`src/sv/npag_pkg.sv`:
```
// Shared types, widths and register codes for the N-d axis permutation
// address generator. No dependencies; every other file imports this package.
package npag_pkg;

  localparam int MAX_DIMS   = 4;
  localparam int LEN_BITS   = 12;
  localparam int LEN_W      = LEN_BITS + 1;           // lengths 1 .. 2^LEN_BITS
  localparam int LEN_CAP    = 1 << LEN_BITS;
  localparam int AXIS_W     = 2;
  localparam int ORDER_W    = 8;
  localparam int DIMS_W     = 3;
  localparam int BYTES_W    = 4;
  localparam int MAX_BYTES  = 8;
  localparam int IDX_W      = 48;
  localparam int OFF_W      = 51;
  localparam int P23_W      = 2 * LEN_BITS + 1;       // product of two lengths
  localparam int STRIDE_W   = 3 * LEN_BITS + 1;       // product of three lengths
  localparam int CFG_IDX_W  = 3;
  localparam int CFG_DATA_W = 13;
  localparam int IN_DATA_W  = 8;
  localparam int OUT_DATA_W = ((2 * OFF_W + 7) / 8) * 8;
  localparam int OUT_PAD_W  = OUT_DATA_W - 2 * OFF_W;

  // Cycles the stride pipeline needs after a register changes.
  localparam int SETTLE_CYCLES = 6;
  localparam int SETTLE_W      = 3;

  typedef enum logic [CFG_IDX_W-1:0] {
    REG_NUM_DIMS   = 3'd0,
    REG_LEN_DIM0   = 3'd1,
    REG_LEN_DIM1   = 3'd2,
    REG_LEN_DIM2   = 3'd3,
    REG_LEN_DIM3   = 3'd4,
    REG_AXIS_ORDER = 3'd5,
    REG_ELEM_BYTES = 3'd6
  } cfg_reg_t;

  typedef logic [LEN_W-1:0] len_t;
  typedef logic [IDX_W-1:0] idx_t;

  // Everything a new sequence latches when it starts.
  typedef struct packed {
    len_t [MAX_DIMS-1:0] new_len;
    idx_t [MAX_DIMS-1:0] delta;     // source index step when that digit increments
    logic [BYTES_W-1:0]  bytes;
    logic                invalid;
    logic                all_last;  // the first element is also the last one
  } run_setup_t;

  typedef struct packed {
    idx_t               src_idx;
    idx_t               dst_idx;
    logic [BYTES_W-1:0] bytes;
    logic               last;
    logic               invalid;
  } elem_res_t;

  typedef struct packed {
    logic valid;
    logic pending;
  } walk_stat_t;

endpackage

```
`src/sv/npag_out_stage.sv`:
```
// Output register: scales element indices to byte offsets and drives the
// result stream. Depends on npag_pkg.
module npag_out_stage import npag_pkg::*; (
  input  logic                  clk,
  input  logic                  rst_n,
  input  elem_res_t             res,
  input  logic                  res_valid,
  output logic                  can_take,
  output logic                  out_tvalid,
  input  logic                  out_tready,
  output logic [OUT_DATA_W-1:0] out_tdata,
  output logic                  out_tlast,
  output logic                  out_tuser
);

  logic                     bv_r;
  logic [OFF_W-1:0]         src_off_r;
  logic [OFF_W-1:0]         dst_off_r;
  logic                     last_r;
  logic                     inv_r;
  logic                     take;
  logic [IDX_W+BYTES_W-1:0] src_prod;
  logic [IDX_W+BYTES_W-1:0] dst_prod;

  assign can_take = !bv_r || out_tready;
  assign take     = res_valid && can_take;
  assign src_prod = (IDX_W+BYTES_W)'(res.src_idx) * (IDX_W+BYTES_W)'(res.bytes);
  assign dst_prod = (IDX_W+BYTES_W)'(res.dst_idx) * (IDX_W+BYTES_W)'(res.bytes);

  always_ff @(posedge clk) begin
    if (!rst_n) begin
      bv_r <= 1'b0;
    end else begin
      bv_r <= take || (bv_r && !out_tready);
    end
  end

  always_ff @(posedge clk) begin
    if (take) begin
      src_off_r <= src_prod[OFF_W-1:0];
      dst_off_r <= dst_prod[OFF_W-1:0];
      last_r    <= res.last;
      inv_r     <= res.invalid;
    end
  end

  assign out_tvalid = bv_r;
  assign out_tdata  = {{OUT_PAD_W{1'b0}}, dst_off_r, src_off_r};
  assign out_tlast  = last_r;
  assign out_tuser  = inv_r;

endmodule

```
`config.mk`:
```
export PLATFORM = sky130hd
export DESIGN_NAME = npag_out_stage
export DESIGN_NICKNAME = d
export VERILOG_FILES = /design/src/sv/npag_pkg.sv /design/src/sv/npag_out_stage.sv
export SDC_FILE = /design/constraint.sdc
export NUM_CORES = 1
export LEC_CHECK = 0
export ABC_AREA = 1
export BUFFER_PORTS_ARGS = -buffer_cell sky130_fd_sc_hd__buf_2
export CAP_MARGIN = 20
export CELL_PAD_IN_SITES_DETAIL_PLACEMENT = 0
export CELL_PAD_IN_SITES_GLOBAL_PLACEMENT = 1
export CORE_UTILIZATION = 46
export DETAILED_ROUTE_END_ITERATION = 8
export GPL_TIMING_DRIVEN = 1
export PLACE_DENSITY = 0.93
export REMOVE_ABC_BUFFERS = 1
export SETUP_SLACK_MARGIN = 0.4
export SYNTH_ARGS = -nofsm -noshare
export SYNTH_HDL_FRONTEND = slang
export SYNTH_SLANG_ARGS = --single-unit
```
`constraint.sdc`:
```
create_clock -name clk -period 10.9 [get_ports clk]
set_clock_uncertainty 0.1 [all_clocks]
set_input_delay 1.635 -clock clk [delete_from_list [all_inputs] [get_ports clk]]
set_output_delay 1.635 -clock clk [all_outputs]
set_load 0.05 [all_outputs]
```
==> out/summary.txt <==
setup TNS - 0 ps
fmax - 189 MHz
period utilization - 48.5%
RSZ-0062 raised after global routing - false
most used cell, CP - nand2_1
Int Power - 0.00143 W
synthesis-to-layout area growth - 9.97%
clock transition at the registers of the reported paths - 90 ps
Via Count - 17900
Hold Vio Cnt, Final - 0
biggest cell delay along the critical path - 580 ps
total global routing track utilization - 24.5%
post-synthesis instance area - 19800 µm²
Nets - 3821
WP data arrival - 5340 ps
delay-heaviest family, CP - adder cells
Critical Path RT - 10950 ps
Setup Fix Bufs, Post-CTS - 0
clock latency on the worst-skew pair - 380 ps
Post-synth EDFFs - 104
Die Height - 209 µm
largest net degree at the start of global routing - 91
Netlist cell types - 33
total wire length - 51800 µm
Post-Syn Instances - 3240
die extent in x - 209 µm
Detail Route Antenna Nets - 0
Sequential Power Share - 21.0%
placed cell area - 21400 µm²
VDD IR max - 99.2 µV
drt via density - 4.51
Worst Tran Pin Value - 1030 ps
Synth async-reset ratio - 0%
Fillers - 4532
Sequential Area - 3140 µm²
vias in the first global route - 17400
I/O pin total - 214
Setup crit start kind - input pin
clock buffer depth - 2
Avg WL per Cell - 13.0 µm
die area - 43800 µm²
critical setup path kind - input pin to flop
Clock power frac - 12.6%
CTS Buf Count - 9
Congestion Overflow GR - 0
Setup Viol. Count Final - 0
Synth Flop Type - edfxtp_1
layout cells sized above 1 - 10.2%
Comb pwr share - 66.4%
Crit. End Element - flop
area of the multi-input gates - 12300 µm²
root buf cell - clkbuf_16
max-cap viol count - 0
port bufs - 211
sequential-to-total area share from yosys stat - 15.9%
Pwr Density - 143 nW/µm²
DRC Markers - 0
flops & latches, synth - 105
first-pass GRT wire length - 85000 µm
sw frac - 54.2%
DR pass1 iterations - 8
Min-Delay Path Class - flop to flop
Final GP Congestion - 0.934
Core Footprint - 42100 µm²
antenna violations before repair - 5
Place WS - 5180 ps
H-tree lvl count - 3
minimum clock period - 5290 ps
Sw Pwr - 0.00169 W
Post-CTS Hold Buffers - 0
Sinks on Clock Net - 105
average size of a mapped cell - 6.10 µm²
CTS tree - done
synth warn - 0
post-CTS sizing - 0
most common cell after layout, fill and taps aside - nand2_1
initial core utilization - 46.9%
final worst slack - 5610 ps
Final Max Slew Viols - 0
most frequent cells in the layout - nand2_1 (1219), inv_1 (1084), buf_2 (207), fa_1 (184), nor2_1 (139)
relative slew slack - 31.4%
crit path cell chain - buf_4 > buf_4 > nand2_1 > fa_1 > inv_1 > fa_1 > ha_1 > nand2_1 > nor2_1 > inv_1 > nor2_1 > nand2_1 > nor2_1 > nand2_1 > nand4_1 > nand2_1
status - finished, final reports clean
Starting DRT DRC Count - 958
CP Max Fanout - 49
Static Leak - 14.5 nW
HPWL after DPL - 44300 µm
cell row count - 75
final instance area - 21700 µm²
slowest CP cell - buf_4
Critical path buffers and inverters - 4
## logic make-up after synthesis
group / synth area share (%)
fa+ha+maj: 25.5
other cells: 0.0190
buf+inv: 21.8
flops: 15.9
simple gates: 32.6
xor+xnor: 2.39
compound gates: 1.84
## registers in the layout (all words and copies together) (netlist names)
signal,count
out_tuser,1
out_tvalid,1
src_off_r,51
dst_off_r,51
out_tlast,1
## cells in the mapped netlist (all sizes together), types with 2 or more instances
cell type | count | area share, %
clkbuf | 30 | 0.57
nor2 | 195 | 4.4
buf | 16 | 0.35
a21oi | 57 | 1.5
fa | 184 | 19
nand4 | 21 | 0.67
and2 | 6 | 0.21
nand2 | 1250 | 24
nor4 | 4 | 0.13
nand3 | 85 | 2.4
inv | 1096 | 21
nand3b | 4 | 0.15
nor3 | 12 | 0.43
edfxtp | 104 | 16
ha | 108 | 6.8
a21o | 2 | 0.076
xor2 | 50 | 2.2
or2 | 2 | 0.063
xnor2 | 4 | 0.18
o21bai | 7 | 0.27
## through the flow
| step | total power, W | utilization, % | hold slack [ps] | cells |
|---|---|---|---|---|
| after floorplan | 0.00217 | - | 1010 | 3195 |
| after global placement | 0.00271 | 50.7 | 440 | 3951 |
| after detailed placement | 0.00273 | 50.7 | 446 | 3951 |
| after CTS | 0.00313 | 51.5 | 456 | 3967 |
| after global routing | 0.00338 | 51.6 | 490 | 3970 |
| final | 0.00311 | 51.6 | 449 | 3970 |
## path summary, 6_finish.rpt
check / from / slack [ps] / end / cells after the start
setup / recovery: res[3] / 5610 / src_off_r[49] / 16
hold / removal: out_tvalid / 450 / out_tvalid / 2
setup reg to reg: out_tvalid / 9230 / dst_off_r[47] / 2
hold reg to reg: out_tvalid / 450 / out_tvalid / 2
## worst reg2reg max path, cell delays in order (launching register included)
cell and delay, ps:
dfxtp_1 350, a21oi_4 160, buf_4 630
## power by group through the flow
stage / clock network (W) / logic (W) / registers, W
2_1_floorplan: 0 / 0.00115 / 0.00102
3_3_place_gp: 0 / 0.00205 / 0.000662
3_5_place_dp: 0 / 0.00207 / 0.000662
4_1_cts: 0.000398 / 0.00208 / 0.000656
5_1_grt: 0.000412 / 0.00231 / 0.000662
6_report: 0.000393 / 0.00207 / 0.000654
## layer usage
| metal | track usage (%) | up-vias | share of wire [%] |
|---|---|---|---|
| met5 | 0 | - | 0.015 |
| met4 | 7.45 | 2 | 2.7 |
| met3 | 2.18 | 69 | 3.3 |
| met2 | 46.0 | 323 | 51 |
| met1 | 29.2 | 8073 | 43 |
| li1 | - | 9446 | - |
## cell type report
class / count / share of cell area (%)
clock inverter: 6 / 0.530
multi-input combinational: 1994 / 56.8
clock buffer: 10 / 1.05
sequential: 105 / 14.5
timing repair buffer: 217 / 5.11
inverter: 1096 / 18.9
tap: 539 / 3.10
antenna: 3 / 0.0346
No activity file was read; power rests on OpenSTA's default activity.
