$ cat config.mk
export PLATFORM = sky130hd
export DESIGN_NAME = npag_walker
export DESIGN_NICKNAME = d
export VERILOG_FILES = /design/src/sv/npag_pkg.sv /design/src/sv/npag_walker.sv
export SDC_FILE = /design/constraint.sdc
export NUM_CORES = 1
export LEC_CHECK = 0
export BUFFER_PORTS_ARGS = -buffer_cell sky130_fd_sc_hd__buf_2
export CAP_MARGIN = 20
export CORE_UTILIZATION = 55
export DETAILED_ROUTE_END_ITERATION = 12
export GPL_ROUTABILITY_DRIVEN = 0
export HOLD_SLACK_MARGIN = 0.12
export PLACE_DENSITY = 0.74
export SYNTH_ARGS = -nofsm -noshare
export SYNTH_HDL_FRONTEND = slang
export SYNTH_SLANG_ARGS = --single-unit
$ cat constraint.sdc
create_clock -name clk -period 19.8 [get_ports clk]
set_clock_uncertainty 0.05 [all_clocks]
set_input_delay 3.96 -clock clk [delete_from_list [all_inputs] [get_ports clk]]
set_output_delay 3.96 -clock clk [all_outputs]
set_load 0.01 [all_outputs]
$ cat src/sv/npag_pkg.sv
// Shared types, widths and register codes for the N-d axis permutation
// address generator. No dependencies; every other file imports this package.
package npag_pkg;

  localparam int MAX_DIMS   = 4;
  localparam int LEN_BITS   = 12;
  localparam int LEN_W      = LEN_BITS + 1;           // lengths 1 .. 2^LEN_BITS
  localparam int LEN_CAP    = 1 << LEN_BITS;
  localparam int AXIS_W     = 2;
  localparam int ORDER_W    = 8;
  localparam int DIMS_W     = 3;
  localparam int BYTES_W    = 4;
  localparam int MAX_BYTES  = 8;
  localparam int IDX_W      = 48;
  localparam int OFF_W      = 51;
  localparam int P23_W      = 2 * LEN_BITS + 1;       // product of two lengths
  localparam int STRIDE_W   = 3 * LEN_BITS + 1;       // product of three lengths
  localparam int CFG_IDX_W  = 3;
  localparam int CFG_DATA_W = 13;
  localparam int IN_DATA_W  = 8;
  localparam int OUT_DATA_W = ((2 * OFF_W + 7) / 8) * 8;
  localparam int OUT_PAD_W  = OUT_DATA_W - 2 * OFF_W;

  // Cycles the stride pipeline needs after a register changes.
  localparam int SETTLE_CYCLES = 6;
  localparam int SETTLE_W      = 3;

  typedef enum logic [CFG_IDX_W-1:0] {
    REG_NUM_DIMS   = 3'd0,
    REG_LEN_DIM0   = 3'd1,
    REG_LEN_DIM1   = 3'd2,
    REG_LEN_DIM2   = 3'd3,
    REG_LEN_DIM3   = 3'd4,
    REG_AXIS_ORDER = 3'd5,
    REG_ELEM_BYTES = 3'd6
  } cfg_reg_t;

  typedef logic [LEN_W-1:0] len_t;
  typedef logic [IDX_W-1:0] idx_t;

  // Everything a new sequence latches when it starts.
  typedef struct packed {
    len_t [MAX_DIMS-1:0] new_len;
    idx_t [MAX_DIMS-1:0] delta;     // source index step when that digit increments
    logic [BYTES_W-1:0]  bytes;
    logic                invalid;
    logic                all_last;  // the first element is also the last one
  } run_setup_t;

  typedef struct packed {
    idx_t               src_idx;
    idx_t               dst_idx;
    logic [BYTES_W-1:0] bytes;
    logic               last;
    logic               invalid;
  } elem_res_t;

  typedef struct packed {
    logic valid;
    logic pending;
  } walk_stat_t;

endpackage

$ cat src/sv/npag_walker.sv
// Mixed-radix walker: holds the running sequence and the element indices.
// Depends on npag_pkg.
module npag_walker import npag_pkg::*; (
  input  logic       clk,
  input  logic       rst_n,
  input  logic       in_valid,
  input  logic       restart,
  input  run_setup_t setup,
  input  logic       settled,
  input  logic       take_ready,
  output logic       in_ready,
  output elem_res_t  res,
  output walk_stat_t stat
);

  logic [LEN_BITS-1:0] cnt_r [MAX_DIMS];
  len_t                nl_r [MAX_DIMS];
  idx_t                delta_r [MAX_DIMS];
  idx_t                src_r;
  idx_t                dst_r;
  logic [BYTES_W-1:0]  bytes_r;
  logic                last_r;
  logic                inv_r;
  logic                pend_r;
  logic                valid_r;

  logic                accept;
  logic                start;
  logic [LEN_BITS-1:0] cnt_adv [MAX_DIMS];
  idx_t                delta_pick;
  logic                last_adv;
  logic                last_nxt;

  // Ripple the carry from the innermost digit outward.
  always_comb begin
    logic carry;
    logic wrap;
    carry      = 1'b1;
    delta_pick = '0;
    last_adv   = 1'b1;
    for (int i = MAX_DIMS - 1; i >= 0; i--) begin
      wrap       = ((LEN_W'(cnt_r[i]) + LEN_W'(1)) == nl_r[i]);
      cnt_adv[i] = cnt_r[i];
      if (carry) begin
        cnt_adv[i] = wrap ? '0 : cnt_r[i] + 1'b1;
        if (!wrap) delta_pick = delta_r[i];
      end
      carry = carry & wrap;
      if ((LEN_W'(cnt_adv[i]) + LEN_W'(1)) != nl_r[i]) last_adv = 1'b0;
    end
  end

  assign in_ready = settled && (!valid_r || take_ready);
  assign accept   = in_valid && in_ready;
  assign start    = restart || pend_r;
  assign last_nxt = start ? setup.all_last : last_adv;

  always_ff @(posedge clk) begin
    if (!rst_n) begin
      valid_r <= 1'b0;
      pend_r  <= 1'b1;
    end else begin
      valid_r <= accept || (valid_r && !take_ready);
      if (accept) pend_r <= last_nxt;
    end
  end

  always_ff @(posedge clk) begin
    if (accept) begin
      last_r <= last_nxt;
      if (start) begin
        for (int k = 0; k < MAX_DIMS; k++) begin
          cnt_r[k]   <= '0;
          nl_r[k]    <= setup.new_len[k];
          delta_r[k] <= setup.delta[k];
        end
        src_r   <= '0;
        dst_r   <= '0;
        bytes_r <= setup.bytes;
        inv_r   <= setup.invalid;
      end else begin
        for (int k = 0; k < MAX_DIMS; k++) cnt_r[k] <= cnt_adv[k];
        src_r <= src_r + delta_pick;
        dst_r <= dst_r + 1'b1;
      end
    end
  end

  assign res.src_idx  = src_r;
  assign res.dst_idx  = dst_r;
  assign res.bytes    = bytes_r;
  assign res.last     = last_r;
  assign res.invalid  = inv_r;
  assign stat.valid   = valid_r;
  assign stat.pending = pend_r;

endmodule

==> summary.txt <==
Clocking
  – Clk pin slew, worst setup/hold paths: 0.06 ns
  – # hold bufs at CTS: 0
  – Number of post-CTS setup repair buffers: 0
  – Cts repair resizes: 0
  – CTS Buffer Depth: 3
  – Root buffer cell: clkbuf_16
  – Num Clock Sinks: 396
  – H-tree depth: 2
  – CTS Buf Count: 42
  – CTS tree: yes
  – Clock Latency Late Sink: 0.58 ns

Floorplan
  – Starting Density: 0.5633
  – Die area: ~41000 um2
  – Chip height: 202.1 um
  – Width of the chip: between 200 and 250 um
  – Core Region: 39100 um2
  – Io pins: 361
  – FP Rows: 72

Finish
  – Layout fillers: 3070
  – Post-layout util: 0.6528
  – Nets: 2617
  – Area grow syn2layout: 15.89%
  – Share of cells above drive strength 1: 0.2000

Global route
  – All-Layer GR Usage: 0.2888
  – Largest net degree at the start of global routing: ~190
  – Vias in the first global route: 17.09k
  – First-pass GRT wire length: 92940 um
  – Antenna violations before repair: 8
  – Global route overflow: 0

Timing
  – Final Hold Viols: 0
  – Final setup fails: 0
  – Rel. slew slack: 0.2891
  – TNS Setup: 0 ns
  – Slew Viols, Final: 0
  – Part of the cycle the worst path needs: 0.4308
  – Fin crit period: 8.530 ns
  – Actual slew at the worst max-slew pin: 1.066 ns
  – RSZ-0062 raised after global routing: false
  – Max Fclk: 117.2 MHz
  – Min Hold Slack: 0.4900 ns

Routing
  – Via count: 17.49k
  – Drt drc: 0
  – WL/cell: 20.65 um
  – Initial DRT Pass Iterations: 6
  – Via density: 6.116
  – Routed Antenna Nets: 0
  – Routed wire length: 59060 um
  – DRT iter0 DRCs: 1396

Power and ir drop
  – Clock power frac: 0.394
  – NetSw: 478.2 uW
  – Switching Fraction: 0.2415
  – Gate power share: 0.103
  – PwrDens: around 78 nW/um2
  – P_leak: 9.434 nW
  – P_int: 1.502 mW
  – Peak supply drop: 0.08187 mV
  – Reg power frac: 0.504

Worst setup path
  – Critical path class: register to register
  – Req. time, crit path: ~20 ns
  – Worst setup EP type: register
  – CP Data Arrival Time: 8.77 ns
  – Worst-path maximum fanout: 54
  – Startpoint Class: register
  – CP max-delay cell: or3_2
  – Cell mode on critical path: o21ai_0
  – Max stage delay on crit path: 0.78 ns

Yosys
  – Synth Area per Inst: 11.07 um2
  – Synth unique cells: 92
  – Leading area contributor after synthesis: edfxtp_1
  – #FFs+latches synth: a little under 400
  – Synthesized Nets: 2302
  – Post-synth EDFFs: 394
  – Top_reg_cell synth: edfxtp_1
  – Synth top area share: 0.5372
  – Cells after Synth: 1989
  – Synth warn: 0
  – Seq/Total Area, Yosys: 0.5390
  – Largest cells by area after synthesis: edfxtp_1 54%, xnor2_1 4.2%, xor2_1 3.7%
  – Post-synthesis instance area: 22020 um2
  – Post-synth ARST share: 0

Status
  – Status: finished, final reports clean

Hold path
  – Hold crit path type: register to register

Run
  – Max Cap Viol: 0

Place
  – HPWL Detailed: 41510 um
  – Port-buffer cells: 360
## sequential cells by signal, indices dropped and copies added, names as in the netlist
signal	cells
nl_r	52
cnt_r	48
last_r	1
dst_r	48
src_r	48
pend_r	1
valid_r	1
delta_r	192
inv_r	1
bytes_r	4
## cells by family (layout without fill, tap and decap cells)
| kind of cell | count (synthesis) | count (layout) | share of synthesized area |
|---|---|---|---|
| and+or+nand+nor | 664 | 664 | 0.1523 |
| AOI/OAI and AO/OA | 510 | 510 | 0.1588 |
| DFF | 396 | 396 | 0.5390 |
| xor gates and xnor gates | 203 | 203 | 0.08323 |
| buffers and inverters | 149 | 495 | 0.02914 |
| adders and majority gates | 57 | 57 | 0.03272 |
| muxes | 10 | 10 | 0.004829 |
| other | 0 | 7 | 0 |
## worst max-delay path: cells and delay by family, from the launching register on
kind                     cells  cell delay [ns]
AND/OR/NAND/NOR              9             2.96
XOR/XNOR                     2             0.28
buffers and inverters        3             1.10
adder cells (fa/ha/maj)      3             0.98
AO/OA/AOI/OAI               11             2.22
flip-flops                   1             0.56
## placed cells by master (no fill, tap or decap), types with 16 or more instances in the layout
cell type  instances
and3_1            34
nor2_1           204
nor3_1            36
a21oi_1           86
a21o_1            35
a22oi_1          104
xor2_1            93
o21ai_0          107
nand3_1           72
and2_1            25
nand4_1           38
nor4_1            17
nor2b_1           21
nand2_1          118
buf_2            360
inv_1             43
clkbuf_16         42
xnor2_1          106
or3_1             23
a31oi_1           16
ha_1              56
edfxtp_1         394
## cell usage after synthesis (all sizes together) (9+ instances only)
library cell / count
a22oi: 104
a21oi: 86
nor3: 39
clkbuf: 65
o21a: 15
inv: 44
xnor2: 106
o22ai: 12
nand4: 39
a21o: 35
ha: 56
a21boi: 9
or3: 25
edfxtp: 394
nor2b: 21
o21ai: 109
or4: 11
o211ai: 12
and2: 25
xor2: 93
nand2: 118
and4: 12
and3: 34
buf: 40
nor2: 206
o21bai: 10
nand3: 74
nand2b: 15
a31oi: 16
nor4: 19
a211oi: 9
## power groups by stage
stage	Combinational, mW	Clock [mW]	Sequential (mW)
floorplan	0.131	0	1.02
global route	0.224	0.824	1.00
global placement	0.198	0	1.01
detailed placement	0.201	0	1.01
finish	0.204	0.779	0.997
CTS	0.203	0.793	0.997
## cell type report
| cell class | instances | area (um2) | share of cell area |
|---|---|---|---|
| diodes | 7 | 17.52 | 0.0006863 |
| clock buffers | 49 | 1087 | 0.04260 |
| clock inverters | 26 | 252.7 | 0.009902 |
| inverters | 44 | 170.2 | 0.006667 |
| multi-input cells | 1444 | 9542 | 0.3738 |
| flip-flops and latches | 396 | 11870 | 0.4651 |
| well taps | 518 | 648.1 | 0.02539 |
| repair buffers | 376 | 1934 | 0.07579 |
## layer usage
layer / part of all wire / global-route usage / up-vias
met3: 0.082 / 0.06417 / 124
met4: 0.033 / 0.1168 / 2
met1: 0.40 / 0.3649 / 8363
met5: 0.00020 / 0 / -
met2: 0.49 / 0.4816 / 802
li1: - / - / 8202
## final timing paths
kind	slack [ns]	depth (start not counted)	endpoint	start
setup / recovery	11.27	28	src_r[44]	cnt_r[2][0]
hold / removal	0.49	2	valid_r	valid_r
setup reg to reg	11.27	28	src_r[44]	cnt_r[2][0]
hold reg to reg	0.49	2	valid_r	valid_r
## through the flow
step / std cells / worst slack (ns) / cell area [um2] / power, mW
6_report: 2860 / 11.27 / 25520 / 1.980
2_1_floorplan: 1989 / 4.218 / 22020 / 1.149
3_5_place_dp: 2777 / 11.27 / 24160 / 1.215
5_1_grt: 2858 / 10.59 / 25520 / 2.049
3_3_place_gp: 2777 / 11.29 / 24160 / 1.210
4_1_cts: 2852 / 11.27 / 25500 / 1.993
No activity file was read; power rests on OpenSTA's default activity.
